==> src/hw/rtl/bftr_pkg.sv <==
// ----------------------------------------------------------------------------
// Bitmap font text renderer package
// Shared constants, register indexes and controller/datapath signal groups.
// ----------------------------------------------------------------------------
`default_nettype none

package bftr_pkg;

	localparam int FONT_BYTES = 4096;
	localparam int FONT_AW    = $clog2(FONT_BYTES);
	localparam int GLYPH_ROWS = 16;
	localparam int ROW_W      = $clog2(GLYPH_ROWS);
	localparam int GLYPH_COLS = 8;

	localparam int CFG_IW = 2;
	localparam int CFG_DW = 32;

	localparam logic [CFG_IW-1:0] REG_COLOUR       = 2'd0;
	localparam logic [CFG_IW-1:0] REG_SCREEN_WIDTH = 2'd1;
	localparam logic [CFG_IW-1:0] REG_LINE_STRIDE  = 2'd2;
	localparam logic [CFG_IW-1:0] REG_GLYPH_STRIDE = 2'd3;

	localparam logic [31:0] COLOUR_RESET       = 32'h0000_9f3b;
	localparam logic [15:0] SCREEN_WIDTH_RESET = 16'd640;
	localparam logic [15:0] LINE_STRIDE_RESET  = 16'd640;
	localparam logic [7:0]  GLYPH_STRIDE_RESET = 8'd16;

	localparam logic       OP_FONT_WRITE = 1'b0;
	localparam logic       OP_DRAW       = 1'b1;
	localparam logic [7:0] CHAR_NEWLINE  = 8'd10;

	typedef struct packed {
		logic font_wr;
		logic newline;
		logic capture;
		logic setup;
		logic issue;
	} bftr_cmd_t;

	typedef struct packed {
		logic slot_free;
		logic row_last;
	} bftr_status_t;

endpackage

`default_nettype wire

==> src/hw/rtl/bftr_ctrl.sv <==
// ----------------------------------------------------------------------------
// Bitmap font text renderer controller
// Decodes accepted items and sequences the glyph row reads.
// ----------------------------------------------------------------------------
`default_nettype none

module bftr_ctrl (
	input  wire logic                  clk,
	input  wire logic                  arst_n,
	input  wire logic                  in_valid,
	output logic                       in_ready,
	input  wire logic                  in_opcode,
	input  wire logic [7:0]            in_character,
	input  wire bftr_pkg::bftr_status_t status,
	output bftr_pkg::bftr_cmd_t        cmd
);
	import bftr_pkg::*;

	typedef enum logic [1:0] {
		S_IDLE,
		S_SETUP,
		S_ROWS
	} state_t;

	state_t state_q;
	logic   accept;

	assign in_ready = (state_q == S_IDLE);
	assign accept   = in_valid && in_ready;

	always_comb begin
		cmd = '0;
		case (state_q)
			S_IDLE: begin
				if (accept) begin
					if (in_opcode == OP_FONT_WRITE) begin
						cmd.font_wr = 1'b1;
					end else if (in_character == CHAR_NEWLINE) begin
						cmd.newline = 1'b1;
					end else begin
						cmd.capture = 1'b1;
					end
				end
			end
			S_SETUP: cmd.setup = 1'b1;
			S_ROWS:  cmd.issue = status.slot_free;
			default: cmd = '0;
		endcase
	end

	always_ff @(posedge clk or negedge arst_n) begin
		if (!arst_n) begin
			state_q <= S_IDLE;
		end else begin
			case (state_q)
				S_IDLE: begin
					if (accept && in_opcode == OP_DRAW && in_character != CHAR_NEWLINE) begin
						state_q <= S_SETUP;
					end
				end
				S_SETUP: state_q <= S_ROWS;
				S_ROWS: begin
					if (status.slot_free && status.row_last) begin
						state_q <= S_IDLE;
					end
				end
				default: state_q <= S_IDLE;
			endcase
		end
	end

endmodule

`default_nettype wire

==> config.mk <==
export PLATFORM = sky130hd
export DESIGN_NAME = bftr_ctrl
export DESIGN_NICKNAME = d
export VERILOG_FILES = /design/src/hw/rtl/bftr_pkg.sv /design/src/hw/rtl/bftr_ctrl.sv
export SDC_FILE = /design/constraint.sdc
export NUM_CORES = 1
export LEC_CHECK = 0
export BUFFER_PORTS_ARGS = -buffer_cell sky130_fd_sc_hd__buf_4
export CAP_MARGIN = 5
export CORE_AREA = 2 2 39 41
export CTS_CLUSTER_DIAMETER = 60
export DETAILED_ROUTE_END_ITERATION = 16
export DIE_AREA = 0 0 41 43
export PLACE_DENSITY = 0.4
export SKIP_LAST_GASP = 1
export SLEW_MARGIN = 40
export SYNTH_ARGS = -nofsm -noshare
export SYNTH_HDL_FRONTEND = slang
export SYNTH_SLANG_ARGS = --single-unit
export TNS_END_PERCENT = 100
==> constraint.sdc <==
create_clock -name clk -period 0.8 [get_ports clk]
set_input_delay 0.04 -clock clk [delete_from_list [all_inputs] [get_ports clk]]
set_output_delay 0.04 -clock clk [all_outputs]
set_load 0.05 [all_outputs]
==> reports/metrics.yaml <==
run_status:
  status: "finished, violations left"
  violations: "setup timing"
setup_path:
  reg2reg_from: "state_q[1]$_DFFE_PN0P_"
  start_kind: "register"
  worst_r2r_path_depth: 3
  r2r_slack_ns: -0.13
  critPathTopFamily: "simple AND/OR/NAND/NOR gates"
  worstPathCellList: "nand4bb_4 -> and3b_2 -> buf_8"
  cp-end-kind: "output pin"
  max_stage_delay_ns: 0.36
  cp_slowest_cell: "dfrtp_1"
  critical_path_buf_inv_count: 1
  critPathArrivalTime_ns: 1.24
  r2r-end: "state_q[0]$_DFFE_PN0P_"
  cp_max_fo: 3
  required_ns: 0.76
  crit_type: "register to output pin"
global_route:
  grt_pass1_vias: 248
  grt_first_pass_wirelength_um: 869
  antenna_found_initial: 0
  grt-ovfl-total: 0
  grt_use_total: 0.0775
  grt_max_degree: 5
timing:
  fin_crit_sh: 1.60
  setup_viol: 8
  finalHoldViolCount: 0
  tns_ns: -2.43
  rsz0062_at_grt: "true"
  finClkSkew_ns: 0.00256
  tightest_slew_ns: 0.223
  timing.final.max_slew_violations: 0
  fin_ws_ns: -0.479
  max_slew_margin: 0.850
  min_period_ns: 1.28
  fmax_mhz: 782
clock_network:
  cts_tree: "done"
  cts_inserted_buffers: 3
  clkLatencyLatePin_ns: 0.22
  clockBufferDepth: 2
  root_buffer: "clkbuf_4"
  h-tree-depth: 1
  clock_sinks: 2
  clkSlewWorstSetupHoldPaths_ns: 0.03
routing:
  wirelength_um: 594
  drt-initial-drc-count: 0
  vias: 236
  first_pass_iters: 1
  ant_nets: 0
  wire_per_inst_um: 10.2
  drc: 0
  avgViaCountPerCell: 4.07
floorplanning:
  die_w_um: 41
  num_io_pins: 20
  core_um2: 1380
  start_util: 0.113
  std_cell_rows: 14
  die_h_um: 43
  die_area_um2: 1760
flow_run:
  drv_cap: 0
finish:
  fin_nets: 58
  largestRegisters: "state_q x2"
  regMostFlops: "state_q"
  syn2layout_area_growth_pct: 210
  num-fill-cells: 144
  insertedDiodeCount: 0
  final_area_um2: 484
  drive_gt1_frac: 0.881
  largest_reg_flops: 2
power:
  swShare: 0.399
  power_leakage_nw: 0.227
  p_clk_frac: 0.221
  p_int_w: 0.000595
  power.switching_w: 0.000395
  pwr-share-comb: 0.639
  pwr-share-seq: 0.140
  power.density_nw_per_um2: 2040
  vdd_ir_drop_max_mv: 1.12
yosys:
  synth_nets: 29
  synthArstFlopShare: 1.00
  synth_area_leaders: "dfrtp_1 32%, nor4_4 14%, and4bb_2 8.0%, nor2b_1 8.0%, nand4bb_1 7.2%"
  synth_top_area_frac: 0.320
  syn_inst: 15
  synth_commonest_cells: "2 x a21oi_1, 2 x dfrtp_1, 2 x nor2b_1"
  ys_ff_latch: 2
  synth_area_um2: 156
  synth_edf_count: 0
  yosysSeqAreaShare: 0.320
  synthFlopType: "dfrtp_1"
  synth_top_cell_by_area: "dfrtp_1"
  synth.avg_cell_area_um2: 10.4
  synth-warning-count: 0
  synth_cell_types: 12
placement:
  io_buffers: 19
  place_area_um2: 390
  gp_congestion: 0.542
worst_hold_path:
  worstHoldPathType: "primary input to register"
  min_to: "state_q[1]$_DFFE_PN0P_"
  hold_start: "status[0]"
  min_delay_path_depth: 3
## timing repair
| action | CTS | global route |
|---|---|---|
| resized for setup | 12 | 2 |
| endpoints found under the hold margin | 2 | 0 |
| pin swaps | 2 | 0 |
| endpoints found under the setup margin | 8 | 8 |
| hold buffers | 1 | 0 |
| setup buffers | 0 | 1 |
## per-stage QoR
| step | instances | total power (W) | setup WS [ns] | utilization | hold WS, ns |
|---|---|---|---|---|---|
| final | 58 | 0.000990 | -0.479 | 0.350 | 0.116 |
| after global routing | 58 | 0.00105 | -0.530 | 0.350 | 0.129 |
| after CTS | 57 | 0.000988 | -0.497 | 0.338 | 0.105 |
| after detailed placement | 53 | 0.000664 | -0.279 | 0.282 | -0.176 |
| after global placement | 53 | 0.000661 | -0.264 | 0.282 | -0.177 |
| after floorplan | 15 | 0.000471 | -0.332 | - | -0.256 |
## cells by family after synthesis
| family | after synthesis | share of synthesized area |
|---|---|---|
| DFF | 2 | 0.320 |
| AOI/OAI and AO/OA | 3 | 0.112 |
| and+or+nand+nor | 10 | 0.568 |
## final cells by class
type	count	area [um^2]	share of cell area
Tap cell	16	20.0	0.0413
Timing Repair Buffer	24	213	0.439
Clock buffer	3	22.5	0.0465
Multi-Input combinational cell	13	179	0.370
Sequential cell	2	50.0	0.103
## worst max path at each step
stage	start	end	cells after the start
floorplan	state_q[0]$_DFFE_PN0P_	in_ready	1
global placement	state_q[0]$_DFFE_PN0P_	cmd[3]	3
detailed placement	state_q[0]$_DFFE_PN0P_	cmd[3]	3
CTS	state_q[1]$_DFFE_PN0P_	cmd[3]	3
global route	state_q[1]$_DFFE_PN0P_	cmd[3]	3
finish	state_q[1]$_DFFE_PN0P_	cmd[3]	3
## cell usage in the layout (no fill, tap or decap), types with 2 or more instances in the layout
cell and instances:
nor2b_4 2, buf_4 16, clkbuf_4 3, buf_6 6
dfrtp_1 2
## worst reg2reg max path, stage by stage, from the launching register on
cell and delay [ns]:
dfrtp_1 0.36, nand4bb_4 0.25, buf_4 0.16, a21oi_2 0.10
## routing by layer
layer,wire (um),up-vias,track usage
li1,-,113,-
met3,95,2,0.0314
met2,270,20,0.119
met1,221,101,0.0779
met5,0,-,0
met4,6,0,0.0600
## power groups by stage
stage	combinational (W)	sequential, W	clock [W]
after floorplan	0.000308	0.000163	0
after global routing	0.000671	0.000140	0.000239
after CTS	0.000613	0.000139	0.000236
after global placement	0.000523	0.000138	0
final	0.000632	0.000139	0.000219
after detailed placement	0.000525	0.000139	0
Power figures use the tool's default switching activity.
